## config.mk

```make
export PLATFORM = sky130hd
export DESIGN_NAME = coin_hopper_pulse_controller_top
export DESIGN_NICKNAME = d
export VERILOG_FILES = /design/src/rtl/core/chpc_pkg.sv /design/src/rtl/core/chpc_in_reg.sv /design/src/rtl/core/chpc_step.sv /design/src/rtl/core/chpc_out_reg.sv /design/src/rtl/core/coin_hopper_pulse_controller_top.sv
export SDC_FILE = /design/constraint.sdc
export NUM_CORES = 1
export LEC_CHECK = 0
export ABC_AREA = 1
export CORE_ASPECT_RATIO = 1.5
export CORE_UTILIZATION = 27
export DETAILED_ROUTE_END_ITERATION = 7
export DONT_BUFFER_PORTS = 1
export SETUP_SLACK_MARGIN = 0.4
export SYNTH_ARGS = -nofsm -noshare
export SYNTH_HDL_FRONTEND = slang
export SYNTH_SLANG_ARGS = --single-unit
export TNS_END_PERCENT = 1
```

## constraint.sdc

```tcl
create_clock -name aclk -period 14.7 [get_ports aclk]
set_clock_uncertainty 0.15 [all_clocks]
set_input_delay 0.735 -clock aclk [delete_from_list [all_inputs] [get_ports aclk]]
set_output_delay 0.735 -clock aclk [all_outputs]
set_load 0.01 [all_outputs]
```

## src/rtl/core/chpc_pkg.sv

```systemverilog
`timescale 1ns / 1ps

package chpc_pkg;

    typedef enum logic [1:0] {
        KIND_TICK  = 2'd0,
        KIND_START = 2'd1,
        KIND_STOP  = 2'd2,
        KIND_RESET = 2'd3
    } chpc_kind_t;

    // Config register indexes
    typedef enum logic [1:0] {
        CFG_PULSE_MS   = 2'd0,
        CFG_COOL_MS    = 2'd1,
        CFG_MAX_GAP_MS = 2'd2,
        CFG_ACTIVE_LOW = 2'd3
    } chpc_cfg_idx_t;

    localparam logic [15:0] PULSE_MS_RST   = 16'd200;
    localparam logic [15:0] COOL_MS_RST    = 16'd300;
    localparam logic [15:0] MAX_GAP_MS_RST = 16'd3000;
    localparam logic        ACTIVE_LOW_RST = 1'b0;

    localparam logic [15:0] COIN_QUIET_MS = 16'd50;
    localparam logic [15:0] PUSH_BLANK_MS = 16'd150;

    localparam int S_TDATA_W = 24;
    localparam int M_TDATA_W = 24;

    typedef struct packed {
        logic [15:0] pulse_ms;
        logic [15:0] cool_ms;
        logic [15:0] max_gap_ms;
        logic        active_low;
    } chpc_cfg_t;

    typedef struct packed {
        chpc_kind_t  kind;
        logic        sensor_event;
        logic [15:0] target_count;
    } chpc_item_t;

    // Packed LSB-last: drive_level ends up in bit 0
    typedef struct packed {
        logic        start_ok;
        logic        timeout_pulse;
        logic        done_pulse;
        logic [15:0] paid_out;
        logic        busy_out;
        logic        drive_level;
    } chpc_result_t;

    localparam int RESULT_W = $bits(chpc_result_t);

endpackage

```

## src/rtl/core/chpc_in_reg.sv

```systemverilog
`timescale 1ns / 1ps

module chpc_in_reg
    import chpc_pkg::*;
(
    input  logic       aclk,
    input  logic       aresetn,
    input  logic       s_valid,
    output logic       s_ready,
    input  chpc_item_t s_item,
    input  logic       adv,      // downstream takes the held item this cycle
    output logic       valid,
    output chpc_item_t item
);

    logic       valid_reg;
    chpc_item_t item_reg;

    assign s_ready = !valid_reg || adv;
    assign valid   = valid_reg;
    assign item    = item_reg;

    always_ff @(posedge aclk) begin
        if (!aresetn) begin
            valid_reg <= 1'b0;
        end else if (s_ready) begin
            valid_reg <= s_valid;
        end
    end

    always_ff @(posedge aclk) begin
        if (s_valid && s_ready) begin
            item_reg <= s_item;
        end
    end

endmodule

```

## src/rtl/core/chpc_step.sv

```systemverilog
`timescale 1ns / 1ps

module chpc_step
    import chpc_pkg::*;
(
    input  logic         aclk,
    input  logic         aresetn,
    input  logic         fire,
    input  chpc_item_t   item,
    input  chpc_cfg_t    cfg,
    output chpc_result_t result
);

    logic        busy_reg, busy_next;
    logic        pulsing_reg, pulsing_next;
    logic [15:0] target_reg, target_next;
    logic [15:0] paid_reg, paid_next;
    logic [15:0] push_reg, push_next;
    logic [15:0] cool_reg, cool_next;
    logic [15:0] coin_reg, coin_next;
    logic        prev_reg, prev_next;

    logic        done, timeout, start_ok;
    logic [15:0] push_inc, cool_inc, coin_inc;
    logic        coin_edge;

    // saturating elapsed counters
    assign push_inc = (push_reg == 16'hFFFF) ? push_reg : push_reg + 16'd1;
    assign cool_inc = (cool_reg == 16'hFFFF) ? cool_reg : cool_reg + 16'd1;
    assign coin_inc = (coin_reg == 16'hFFFF) ? coin_reg : coin_reg + 16'd1;

    always_comb begin
        busy_next    = busy_reg;
        pulsing_next = pulsing_reg;
        target_next  = target_reg;
        paid_next    = paid_reg;
        push_next    = push_reg;
        cool_next    = cool_reg;
        coin_next    = coin_reg;
        prev_next    = prev_reg;
        done         = 1'b0;
        timeout      = 1'b0;
        start_ok     = 1'b0;
        coin_edge    = 1'b0;

        unique case (item.kind)
            KIND_START: begin
                if (!busy_reg && item.target_count != 16'd0) begin
                    target_next  = item.target_count;
                    paid_next    = 16'd0;
                    busy_next    = 1'b1;
                    coin_next    = 16'd0;
                    pulsing_next = 1'b1;
                    push_next    = 16'd0;
                    start_ok     = 1'b1;
                end
            end
            KIND_STOP: begin
                busy_next    = 1'b0;
                pulsing_next = 1'b0;
            end
            KIND_RESET: begin
                busy_next    = 1'b0;
                pulsing_next = 1'b0;
                paid_next    = 16'd0;
                target_next  = 16'd0;
                push_next    = 16'd0;
                cool_next    = 16'd0;
                coin_next    = 16'd0;
            end
            KIND_TICK: begin
                if (busy_reg) begin
                    push_next = push_inc;
                    cool_next = cool_inc;
                    coin_next = coin_inc;

                    // push timing: end of push, or new push after the off gap and coin quiet time
                    if (pulsing_reg) begin
                        if (push_inc >= cfg.pulse_ms) begin
                            pulsing_next = 1'b0;
                            cool_next    = 16'd0;
                        end
                    end else if (cool_inc >= cfg.cool_ms && coin_inc >= COIN_QUIET_MS) begin
                        pulsing_next = 1'b1;
                        push_next    = 16'd0;
                    end

                    // coin counted on a rising sensor event, blanked early in a push
                    coin_edge = item.sensor_event && !prev_reg && (push_next > PUSH_BLANK_MS);
                    if (coin_edge) begin
                        if (paid_reg != 16'hFFFF) begin
                            paid_next = paid_reg + 16'd1;
                        end
                        coin_next = 16'd0;
                        if (target_reg != 16'd0 && paid_next >= target_reg) begin
                            busy_next    = 1'b0;
                            pulsing_next = 1'b0;
                            done         = 1'b1;
                        end
                    end
                    prev_next = item.sensor_event;

                    if (busy_next && coin_next >= cfg.max_gap_ms) begin
                        busy_next    = 1'b0;
                        pulsing_next = 1'b0;
                        timeout      = 1'b1;
                    end
                end
            end
            default: ;
        endcase
    end

    always_ff @(posedge aclk) begin
        if (!aresetn) begin
            busy_reg    <= 1'b0;
            pulsing_reg <= 1'b0;
            target_reg  <= 16'd0;
            paid_reg    <= 16'd0;
            push_reg    <= 16'd0;
            cool_reg    <= 16'd0;
            coin_reg    <= 16'd0;
            prev_reg    <= 1'b0;
        end else if (fire) begin
            busy_reg    <= busy_next;
            pulsing_reg <= pulsing_next;
            target_reg  <= target_next;
            paid_reg    <= paid_next;
            push_reg    <= push_next;
            cool_reg    <= cool_next;
            coin_reg    <= coin_next;
            prev_reg    <= prev_next;
        end
    end

    always_comb begin
        result.drive_level   = pulsing_next ^ cfg.active_low;
        result.busy_out      = busy_next;
        result.paid_out      = paid_next;
        result.done_pulse    = done;
        result.timeout_pulse = timeout;
        result.start_ok      = start_ok;
    end

endmodule

```

## src/rtl/core/chpc_out_reg.sv

```systemverilog
`timescale 1ns / 1ps

module chpc_out_reg
    import chpc_pkg::*;
(
    input  logic         aclk,
    input  logic         aresetn,
    input  logic         load,
    input  chpc_result_t result,
    output logic         room,     // can take a result this cycle
    output logic         m_valid,
    input  logic         m_ready,
    output chpc_result_t m_result
);

    logic         valid_reg;
    chpc_result_t result_reg;

    assign room     = !valid_reg || m_ready;
    assign m_valid  = valid_reg;
    assign m_result = result_reg;

    always_ff @(posedge aclk) begin
        if (!aresetn) begin
            valid_reg <= 1'b0;
        end else if (room) begin
            valid_reg <= load;
        end
    end

    always_ff @(posedge aclk) begin
        if (load) begin
            result_reg <= result;
        end
    end

endmodule

```

## src/rtl/core/coin_hopper_pulse_controller_top.sv

```systemverilog
`timescale 1ns / 1ps

// Coin hopper payout controller. Each item on the s_ stream is a command
// (tick of one millisecond, start, stop, reset); each one gives exactly one
// result item on the m_ stream with the actuator pin level, busy flag, coin
// count and done/timeout/start-accepted flags. Throughput is one item per
// clock while m_tready is high. An accepted item is held in the input
// register, and the updated state is loaded into the result register when
// that register has room. The rate is set by the update of the payout
// state, which every item reads and writes. Config registers are written
// through cfg_we / cfg_index / cfg_wdata and should change only while no
// item is in flight.
module coin_hopper_pulse_controller_top
    import chpc_pkg::*;
(
    input  logic                 aclk,
    input  logic                 aresetn,

    input  logic                 s_tvalid,
    output logic                 s_tready,
    // [15:0] target_count, [16] sensor_event, [23:17] zero
    input  logic [S_TDATA_W-1:0] s_tdata,
    // [1:0] kind
    input  logic [1:0]           s_tuser,

    output logic                 m_tvalid,
    input  logic                 m_tready,
    // [0] drive_level, [1] busy_out, [17:2] paid_out, [18] done_pulse,
    // [19] timeout_pulse, [20] start_ok, [23:21] zero
    output logic [M_TDATA_W-1:0] m_tdata,

    input  logic                 cfg_we,
    input  logic [1:0]           cfg_index,
    input  logic [15:0]          cfg_wdata
);

    chpc_cfg_t    cfg_reg;
    chpc_item_t   s_item;
    chpc_item_t   held_item;
    chpc_result_t step_result;
    chpc_result_t m_result;
    logic         held_valid;
    logic         out_room;
    logic         fire;

    // config registers
    always_ff @(posedge aclk) begin
        if (!aresetn) begin
            cfg_reg.pulse_ms   <= PULSE_MS_RST;
            cfg_reg.cool_ms    <= COOL_MS_RST;
            cfg_reg.max_gap_ms <= MAX_GAP_MS_RST;
            cfg_reg.active_low <= ACTIVE_LOW_RST;
        end else if (cfg_we) begin
            unique case (chpc_cfg_idx_t'(cfg_index))
                CFG_PULSE_MS:   cfg_reg.pulse_ms   <= cfg_wdata;
                CFG_COOL_MS:    cfg_reg.cool_ms    <= cfg_wdata;
                CFG_MAX_GAP_MS: cfg_reg.max_gap_ms <= cfg_wdata;
                CFG_ACTIVE_LOW: cfg_reg.active_low <= cfg_wdata[0];
                default: ;
            endcase
        end
    end

    always_comb begin
        s_item.kind         = chpc_kind_t'(s_tuser);
        s_item.sensor_event = s_tdata[16];
        s_item.target_count = s_tdata[15:0];
    end

    // held item is processed when the result register has room
    assign fire = held_valid && out_room;

    chpc_in_reg u_in_reg (
        .aclk    (aclk),
        .aresetn (aresetn),
        .s_valid (s_tvalid),
        .s_ready (s_tready),
        .s_item  (s_item),
        .adv     (out_room),
        .valid   (held_valid),
        .item    (held_item)
    );

    chpc_step u_step (
        .aclk    (aclk),
        .aresetn (aresetn),
        .fire    (fire),
        .item    (held_item),
        .cfg     (cfg_reg),
        .result  (step_result)
    );

    chpc_out_reg u_out_reg (
        .aclk     (aclk),
        .aresetn  (aresetn),
        .load     (fire),
        .result   (step_result),
        .room     (out_room),
        .m_valid  (m_tvalid),
        .m_ready  (m_tready),
        .m_result (m_result)
    );

    assign m_tdata = {(M_TDATA_W - RESULT_W)'(0), m_result};

endmodule

```

==> results of run 1 <==
power groups by stage:
stage                     clock network [mW]  registers [mW]  logic (mW)
after global placement                     0           0.533      0.0919
after detailed placement                   0           0.534      0.0948
after CTS                              0.470           0.523      0.0953
final                                  0.460           0.522      0.0944
after floorplan                            0           0.528      0.0754
after global routing                   0.490           0.525       0.109
final cells by class:
| type | instances | share of cell area |
|---|---|---|
| tap | 489 | 0.0536 |
| multi-input combinational | 982 | 0.484 |
| clock buffer | 18 | 0.0376 |
| sequential | 174 | 0.340 |
| clock inverter | 14 | 0.0132 |
| inverter | 202 | 0.0668 |
| timing repair buffer | 6 | 0.00395 |
worst min path at each step:
stage / endpoint / cells after the start / slack (ns)
after floorplan: cfg_reg[11] / 2 / 0.29
after global placement: cfg_reg[42] / 2 / 0.30
after detailed placement: cfg_reg[47] / 2 / 0.30
after CTS: u_in_reg.item[0] / 0 / 0.21
after global routing: u_in_reg.item[10] / 0 / 0.20
final: u_in_reg.item[10] / 0 / 0.22
worst max-delay path, delay by kind of cell (launching register included):
kind	cells	cell delay, ns
adder cells (fa/ha/maj)	3	0.75
buffers and inverters	5	0.61
flip-flops	1	0.36
AO/OA/AOI/OAI	8	1.10
AND/OR/NAND/NOR	18	2.72
XOR/XNOR	1	0.29
cells in the mapped netlist, types with 2 or more instances:
| library cell | instances |
|---|---|
| ha_1 | 68 |
| o21bai_1 | 2 |
| nor2_1 | 75 |
| xnor2_1 | 4 |
| clkbuf_1 | 34 |
| buf_2 | 7 |
| a21oi_2 | 16 |
| edfxtp_1 | 40 |
| nand2_4 | 2 |
| a21oi_1 | 157 |
| dfxtp_1 | 134 |
| or4_1 | 4 |
| nor2_4 | 14 |
| o21ai_2 | 2 |
| nor3_2 | 2 |
| nor4_1 | 3 |
| inv_1 | 195 |
| nand2_2 | 12 |
| nand3_1 | 88 |
| nand2_1 | 315 |
| a211oi_1 | 16 |
| o221ai_1 | 3 |
| buf_4 | 4 |
| nor2_2 | 8 |
| o21a_1 | 4 |
| o21ai_0 | 61 |
| nand3_2 | 10 |
| xor2_1 | 18 |
| inv_2 | 4 |
| nand4_1 | 39 |
| o211ai_1 | 15 |
| buf_6 | 2 |
| o21ai_1 | 5 |
| nor3_1 | 22 |
| o41ai_2 | 2 |
| nand3_4 | 3 |
per-layer routing:
layer	global-route usage	part of all wire	up-vias	wire length [um]
met5	0	0	-	0
met4	0.0594	0.029	0	788
met3	0.0274	0.039	46	1050
met2	0.252	0.50	191	13500
met1	0.161	0.43	4122	11500
li1	-	-	4648	-
stage by stage:
step	std cells	instance area (um^2)	hold slack, ns	utilization
5_1_grt	1885	11400	0.204	0.302
3_5_place_dp	1853	10800	0.304	0.287
6_report	1885	11400	0.225	0.302
4_1_cts	1885	11400	0.211	0.302
3_3_place_gp	1853	10800	0.295	0.287
2_1_floorplan	1407	10400	0.285	-
kinds of logic after synthesis:
logic type	count (synthesis)
compound gates	288
simple gates	601
buf+inv	251
xor+xnor	22
flops	174
fa+ha+maj	68
other cells	1
==> impl_metrics.csv, run 1 <==
group,metric,value,unit
sta,tns,0,ns
pwr,power.share.combinational,0.088,
worst_setup_path,worstPathRequired,14.76,ns
sta,setup_slack,8.46,ns
worst_setup_path,rr_endpoint,"u_out_reg.m_result[0]",
pwr,total_power,1.08,mW
cts,post-cts-setup-buffers,0,
cts,clockRootBuffer,"clkbuf_16",
cts,cts_sinks,174,
sta,worstMarginPinSlew,1.30,ns
cts,ctsHtreeMaxLevel,4,
cts,ctsResizeCount,0,
route,ant_nets,0,
finish,final_common_cell,"nand2_1",
finish,final-seq-area,3880,um^2
worst_setup_path,arrival,6.31,ns
worst_setup_path,crit_fanout,19,
route,drt-total-wl,26800,um
finish,diodes,0,
synth,synthSimpleGateAreaFrac,0.271,
synth,syn_area,10400,um^2
synth,ys_seq_area_frac,0.373,
pwr,switching_share,0.275,
route,vias,9007,
floorplan,die_w,162,um
synth,syn_inst,1405,
pwr,p_clk_frac,0.427,
synth,yosysWarningCount,0,
grt,gr-total-overflow,0,
pwr,p_leak,4.66,nW
route,remaining_drc_errors,0,
route,drt_first_pass_iters,5,
pwr,pwr_density_cell,94.4,nW/um^2
cts,cts_hold_buf,0,
synth,ys_async_sr_fraction,0,
grt,grt_max_degree,65,
grt,globalRouteTotalUtil,0.141,
synth,syn_area_per_cell,7.40,um^2
floorplan,rows,87,
finish,syn2layout_area_growth,9.72,%
cts,clk_pin_slew_worst_paths,0.08,ns
placed_design,portBuffers,0,
floorplan,fp.coreArea,37800,um^2
synth,synthAdderAreaFrac,0.0818,
hold_path,min_from,"s_tdata[10]",
run,maxCapViolCount,0,
placed_design,finalWeightedCongestion,0.888,
grt,antenna_found_initial,0,
synth,yosys.area.top_type,"dfxtp_1",
sta,hold_viol,0,
grt,grt_pass1_vias,8692,
sta,rsz0062_at_grt,"false",
floorplan,initial_core_util,0.275,
worst_setup_path,slowest_stage,"dfxtp_1",
sta,fmax,160,MHz
worst_setup_path,path_common_cell,"nand2_1",
sta,post-route-min-period,6.24,ns
finish,nFillCells,4044,
finish,multiInputGateArea,5530,um^2
cts,cts_tree,"done",
placed_design,hpwl,20100,um
worst_setup_path,critical_path.max_stage_delay,0.36,ns
floorplan,die_h,242,um
synth,synth_edf_count,40,
floorplan,ios,75,
synth,synth_top_family_by_area,"simple AND/OR/NAND/NOR gates",
synth,synth_xor_area_frac,0.0185,
worst_setup_path,cp-start-kind,"flop",
finish,final_cell_mix,"nand2_1 (315), inv_1 (195), a21oi_1 (157), dfxtp_1 (134), nand3_1 (88)",
sta,max_slew_margin,0.128,
worst_setup_path,cp-end-kind,"flop",
grt,grt_pass1_wl,43900,um
synth,synthFlopType,"dfxtp_1",
cts,cts_buffers,17,
sta,slew_viol_final,0,
worst_setup_path,crit_end,"u_out_reg.m_result[0]",
synth,synth_compound_area_frac,0.159,
cts,clkLatencyLatePin,0.45,ns
worst_setup_path,rr_worst_depth,35,
floorplan,dieArea,39300,um^2
route,vias_per_cell,4.78,
synth,ys_types,51,
run_status,status,"completed",
pwr,peakVddDrop,0.0671,mV
finish,num-nets-final,1500,
pwr,seq_power_share,0.485,
sta,finalSetupViolCount,0,
worst_setup_path,critPathLaunch,"u_step.cool_reg[0]",
route,wl_per_cell,14.2,um
route,drtIter0Drc,508,
worst_setup_path,worstReg2RegStart,"u_step.cool_reg[0]",
sta,fin_crit_sh,0.425,
synth,synth.area.top_cells,"dfxtp_1 (26%), edfxtp_1 (12%), nand2_1 (11%), ha_1 (8.2%), a21oi_1 (7.6%)",
synth,synthMuxAreaShare,0,
synth,synth_top_cell_area_share,0.258,
worst_setup_path,regToRegSetupSlack,8.46,ns
finish,largest_register_ffs,49,
hold_path,hold_class,"in -> reg",
pwr,internal_power,781,uW
worst_setup_path,worst-setup-path-type,"reg -> reg",
cts,clock_tree.buffer_depth,2,
synth,synth_seq_cells,174,
placed_design,dp_slack,8.50,ns
pwr,p_sw,296,uW
finish,drive_above_1_share,0.0838,
(Power assumes the default switching activity.)
==> run 2: changes to the inputs <==
clock period = 5.3 ns   (was 14.7 ns; I/O delays follow)
==> run 2 against run 1 <==
Die area stayed put. Sequential share of layout area shrank 3.1 points. Critical endpoint unchanged. Largest power group unchanged. Power grew to 2.8 times the previous value.
==> impl_metrics.csv, run 2 (same netlist as run 1, synthesis figures left out) <==
group,metric,value,unit
finish,diodes,0,
floorplan,die_w,162,um
cts,clock_tree.buffer_depth,2,
placed_design,portBuffers,0,
route,wl_per_cell,14.7,um
finish,nFillCells,3926,
finish,syn2layout_area_growth,21.0,%
worst_setup_path,critical_path.max_stage_delay,0.33,ns
finish,num-nets-final,1581,
sta,finalSetupViolCount,0,
worst_setup_path,rr_endpoint,"u_out_reg.m_result[0]",
finish,final_cell_mix,"nand2_1 (312), inv_1 (189), a21oi_1 (146), dfxtp_1 (132), nand3_1 (83)",
floorplan,fp.coreArea,37800,um^2
grt,gr-total-overflow,0,
sta,fin_crit_sh,0.943,
sta,setup_slack,0.303,ns
grt,grt_max_degree,55,
finish,finish.utilization,0.333,
placed_design,hpwl,20600,um
worst_setup_path,worstReg2RegStart,"u_step.cool_reg[1]",
worst_setup_path,arrival,5.06,ns
grt,grt_pass1_vias,9199,
route,remaining_drc_errors,0,
finish,final_common_cell,"nand2_1",
worst_setup_path,cp-end-kind,"flop",
worst_setup_path,critical-path-top-delay-family,"simple AND/OR/NAND/NOR gates",
route,drt-total-wl,28900,um
finish,fin_area,12600,um^2
sta,slew_viol_final,0,
route,drt_first_pass_iters,5,
route,drtIter0Drc,484,
placed_design,post_dp_cell_area,11000,um^2
worst_setup_path,crit_fanout,6,
run_status,status,"completed",
sta,max_slew_margin,0.180,
grt,antenna_found_initial,1,
finish,drive_above_1_share,0.137,
grt,globalRouteTotalUtil,0.148,
hold_path,hold_class,"in -> reg",
worst_setup_path,rr_worst_depth,35,
cts,clkLatencyLatePin,0.45,ns
cts,cts_tree,"done",
finish,largest_register_ffs,49,
placed_design,dp_slack,-0.0287,ns
worst_setup_path,regToRegSetupSlack,0.30,ns
route,vias_per_cell,4.76,
route,vias,9355,
cts,ctsHtreeMaxLevel,4,
sta,fmax,200,MHz
pwr,peakVddDrop,0.242,mV
cts,clockRootBuffer,"clkbuf_16",
sta,worstMarginPinSlew,1.23,ns
floorplan,initial_core_util,0.275,
cts,clk_pin_slew_worst_paths,0.07,ns
pwr,pwr_density_cell,240,nW/um^2
worst_setup_path,worstPathRequired,5.36,ns
cts,cts_buffers,17,
floorplan,rows,87,
hold_path,min_from,"cfg_index[1]",
worst_setup_path,cp.buffers_inverters,6,
hold_path,min_path_cells,2,
worst_setup_path,worst-setup-path-type,"reg -> reg",
cts,cts_sinks,174,
worst_setup_path,slowest_stage,"dfxtp_2",
sta,hold_viol,0,
sta,rsz0062_at_grt,"true",
run,maxCapViolCount,0,
hold_path,min_to,"cfg_reg[19]",
pwr,p_leak,5.10,nW
placed_design,finalWeightedCongestion,0.845,
sta,post-route-min-period,5.00,ns
grt,grt_pass1_wl,46000,um
floorplan,die_h,242,um
route,ant_nets,0,
floorplan,ios,75,
floorplan,dieArea,39300,um^2
worst_setup_path,cp-start-kind,"flop",
## run 2: changes by cell type in the layout (fill, tap and decap cells not counted), moves of 6 or more
cell,change
a21oi_1,-11
a21oi_2,+7
buf_4,+23
dlygate4sd3_1,+53
ha_1,-13
ha_4,+11
inv_1,-6
inv_2,+6
nor3_1,-7
## run 2: routing by layer
metal / wire, um / GRT usage / share of wire / vias to the layer above
met5: 0 / 0 / 0 / -
met4: 793 / 0.0666 / 0.027 / 0
met3: 1010 / 0.0271 / 0.035 / 43
met2: 15200 / 0.272 / 0.53 / 195
met1: 11900 / 0.163 / 0.41 / 4303
li1: - / - / - / 4814
## run 2: final cells by class
cell class / count / area [um^2] / share of cell area
clock buffer: 18 / 429 / 0.0341
clock inverter: 14 / 144 / 0.0114
inverter: 202 / 772 / 0.0614
multi-input combinational: 982 / 5910 / 0.469
sequential: 174 / 3890 / 0.309
tap: 489 / 612 / 0.0486
timing repair buffer: 87 / 831 / 0.0660
## run 2: stage by stage
step                      hold slack [ns]  instances  setup TNS (ns)  total power, mW
after detailed placement            0.214       1868         -0.0287             1.74
after global routing               0.0316       1966         -0.0850             3.15
after CTS                         0.00554       1957               0             3.04
after global placement              0.214       1868               0             1.73
final                              0.0179       1966               0             3.02
after floorplan                     0.214       1407               0             1.67
## run 2: worst max-delay path by stage
| stage | start | end | depth (start not counted) |
|---|---|---|---|
| after detailed placement | u_step.cool_reg[0] | u_out_reg.m_result[0] | 35 |
| final | u_step.cool_reg[1] | u_out_reg.m_result[0] | 35 |
| after global placement | u_step.cool_reg[0] | u_out_reg.m_result[0] | 37 |
| after CTS | u_step.cool_reg[0] | u_out_reg.m_result[0] | 35 |
| after global routing | u_step.cool_reg[1] | u_out_reg.m_result[0] | 36 |
| after floorplan | u_step.cool_reg[0] | u_out_reg.m_result[0] | 36 |
## run 2: worst reg2reg max path, delay by kind of cell (launching register included)
kind / cells / cell delay (ns)
adder cells (fa/ha/maj): 3 / 0.68
AND/OR/NAND/NOR: 19 / 2.25
buffers and inverters: 6 / 0.48
flip-flops: 1 / 0.33
XOR/XNOR: 1 / 0.11
AO/OA/AOI/OAI: 6 / 0.77
## run 2: repair_timing
| action | CTS | global route |
|---|---|---|
| hold endpoints to repair | 76 | 0 |
| gates cloned | 0 | 0 |
| gates resized for setup | 16 | 61 |
| setup buffers | 3 | 9 |
| endpoints found under the setup margin | 5 | 5 |
| pin swaps | 13 | 34 |
| hold buffers | 54 | 0 |
## run 2: report_power, final
part           switching [mW]  internal, mW  total, mW
clock                   0.620         0.629       1.25
sequential             0.0372          1.41       1.45
combinational           0.205         0.116      0.321
==> run 3: changes to the inputs <==
ABC_AREA = default   (was 1)
==> run 3 against run 2 <==
Synthesized cell count fell by 13%. Highest routed layer unchanged. Via count is 4.4% lower. Core utilization down 0.79 points. Power decreased by 5.3%. Critical path depth shrank 8. Final area fell by 4.6%. Critical endpoint is now u_out_reg.m_result[1]. Routed wire length is 4.0% lower. Register-to-register slack worse by 0.02 ns. Cell count down 10%. First-iteration DRC count fell by 3.5%. Worst setup slack got worse by 0.019 ns.
==> impl_metrics.csv, run 3 <==
group,metric,value,unit
cts,cts_tree,"done",
cts,clockRootBuffer,"clkbuf_16",
cts,clkLatencyLatePin,0.45,ns
synth,synth_seq_cells,174,
route,drtIter0Drc,467,
finish,largest_register_ffs,49,
route,remaining_drc_errors,0,
pwr,pwr_density_cell,238,nW/um^2
synth,yosys.cell_count.top_type,"nand2_1",
route,ant_nets,0,
worst_setup_path,worst-setup-path-type,"reg -> reg",
grt,grt_pass1_wl,44600,um
finish,final_cell_mix,"nand2_1 (186), dfxtp_1 (133), a21oi_1 (111), nor2_1 (83), inv_1 (76)",
route,drt_first_pass_iters,5,
finish,drive_above_1_share,0.108,
synth,synth_commonest_cells,"nand2_1 (186), dfxtp_1 (134), a21oi_1 (114)",
worst_setup_path,crit_fanout,6,
floorplan,rows,86,
synth,ys_seq_area_frac,0.382,
synth,yosysWarningCount,0,
synth,synth.area.top_cells,"dfxtp_1 (26%), edfxtp_1 (12%), ha_1 (8.4%), nand2_1 (6.9%), a21oi_1 (5.6%)",
floorplan,initial_core_util,0.275,
sta,tns,0,ns
route,vias,8946,
worst_setup_path,rr_endpoint,"u_out_reg.m_result[1]",
worst_setup_path,arrival,5.06,ns
run,maxCapViolCount,0,
sta,fin_crit_sh,0.946,
pwr,p_leak,4.55,nW
placed_design,post_dp_cell_area,10800,um^2
worst_setup_path,critPathLaunch,"u_step.cool_reg[5]",
finish,fin_area,12000,um^2
cts,clock_tree.buffer_depth,2,
worst_setup_path,cp-start-kind,"flop",
sta,fmax,199,MHz
synth,synth_top_cell_area_share,0.264,
finish,final_common_cell,"nand2_1",
grt,antenna_found_initial,1,
route,drt-total-wl,27700,um
synth,syn_area_per_cell,8.32,um^2
hold_path,hold_class,"in -> reg",
floorplan,die_h,240,um
pwr,total_power,2.86,mW
run_status,status,"completed",
worst_setup_path,worstReg2RegStart,"u_step.cool_reg[5]",
grt,gr-total-overflow,0,
worst_setup_path,regToRegSetupSlack,0.28,ns
sta,worstMarginPinSlew,1.14,ns
sta,post-route-min-period,5.02,ns
grt,grt_max_degree,57,
hold_path,min_path_cells,4,
sta,hold_viol,0,
worst_setup_path,rr_worst_depth,27,
grt,grt_pass1_vias,8815,
cts,cts_sinks,174,
grt,globalRouteTotalUtil,0.146,
synth,synthFlopType,"dfxtp_1",
finish,syn2layout_area_growth,18.2,%
floorplan,dieArea,38400,um^2
worst_setup_path,crit_end,"u_out_reg.m_result[1]",
cts,ctsHtreeMaxLevel,4,
pwr,peakVddDrop,0.230,mV
synth,yosys.area.top_type,"dfxtp_1",
synth,syn_area,10200,um^2
synth,ys_async_sr_fraction,0,
floorplan,ios,75,
route,wl_per_cell,15.7,um
placed_design,hpwl,19900,um
synth,synth_edf_count,40,
worst_setup_path,worstPathRequired,5.34,ns
floorplan,fp.coreArea,36900,um^2
sta,rsz0062_at_grt,"true",
sta,slew_viol_final,0,
sta,finalSetupViolCount,0,
finish,num-nets-final,1385,
synth,syn_inst,1221,
floorplan,die_w,160,um
sta,max_slew_margin,0.241,
synth,ys_types,82,
cts,clk_pin_slew_worst_paths,0.07,ns
cts,cts_buffers,17,
worst_setup_path,cp-end-kind,"flop",
route,vias_per_cell,5.07,
placed_design,portBuffers,0,
placed_design,finalWeightedCongestion,0.835,
[run 3: how the worst min path moves through the flow]
stage	slack (ns)	startpoint	to
floorplan	0.21	s_tdata[0]	u_in_reg.item[0]
global route	0.08	cfg_index[0]	cfg_reg[2]
finish	0.08	cfg_index[0]	cfg_reg[3]
global placement	0.21	s_tdata[11]	u_in_reg.item[11]
detailed placement	0.21	s_tdata[11]	u_in_reg.item[11]
CTS	0.06	cfg_index[0]	cfg_reg[3]
[run 3: what timing repair did]
action	CTS	global route
hold buffers	49	0
pin swaps	20	3
setup buffers	6	1
endpoints found under the setup margin	5	8
endpoints found under the hold margin	82	0
resized for setup	21	1
[run 3: metrics by stage]
| stage | worst slack [ns] | instances | hold WS (ns) | util |
|---|---|---|---|---|
| finish | 0.285 | 1766 | 0.0828 | 0.325 |
| global route | 0.0221 | 1766 | 0.0827 | 0.325 |
| CTS | 0.253 | 1764 | 0.0561 | 0.325 |
| detailed placement | -0.130 | 1677 | 0.214 | 0.292 |
| global placement | -0.0156 | 1677 | 0.214 | 0.292 |
| floorplan | -0.115 | 1223 | 0.214 | - |
[run 3: power breakdown]
part / internal (mW) / total (mW) / switching [mW] / leakage [nW]
Combinational: 0.0659 / 0.175 / 0.109 / 2.81
Clock: 0.668 / 1.27 / 0.598 / 0.283
Sequential: 1.39 / 1.42 / 0.0258 / 1.46
Total: 2.13 / 2.86 / 0.733 / 4.55
[run 3: final cells by class]
cell class,instances,area (um^2)
well taps,484,606
repair buffers,99,883
flip-flops and latches,174,3880
diodes,1,2.50
fillers,3821,24900
clock inverters,14,150
clock buffers,18,429
inverters,78,294
multi-input cells,898,5750
[run 3: logic make-up (layout without fill, tap and decap cells)]
family	after synthesis	count (layout)	synth area share
compound gates	283	283	0.182
xor+xnor	40	40	0.0345
fa+ha+maj	68	68	0.0838
buf+inv	151	209	0.0633
flops	174	174	0.382
mux	12	12	0.0124
other cells	1	4	0.000369
simple gates	492	492	0.241
[run 3: metal layers]
metal | vias to the layer above | part of all wire | track usage
met5 | - | 0 | 0
met4 | 0 | 0.037 | 0.0745
met3 | 64 | 0.043 | 0.0308
met2 | 213 | 0.51 | 0.265
met1 | 4219 | 0.41 | 0.159
li1 | 4450 | - | -
[run 3: critical path, stage by stage, from the launching register on]
cell       delay (ns)
dfxtp_1          0.34
and4_1           0.22
and3_4           0.20
nand4_1          0.16
and3_4           0.20
nor2b_4          0.13
and3_4           0.18
xor2_1           0.14
ha_2             0.16
a21o_1           0.16
a21oi_2          0.13
nor2_1           0.06
a2111oi_2        0.26
a2bb2oi_2        0.17
buf_4            0.15
a2bb2oi_4        0.22
buf_6            0.14
nor2_1           0.05
ha_1             0.30
nand3_1          0.09
a211oi_2         0.27
nand3_1          0.13
a31oi_2          0.21
buf_4            0.15
a2111oi_4        0.04
buf_4            0.15
a21oi_2          0.16
nor3_1           0.07
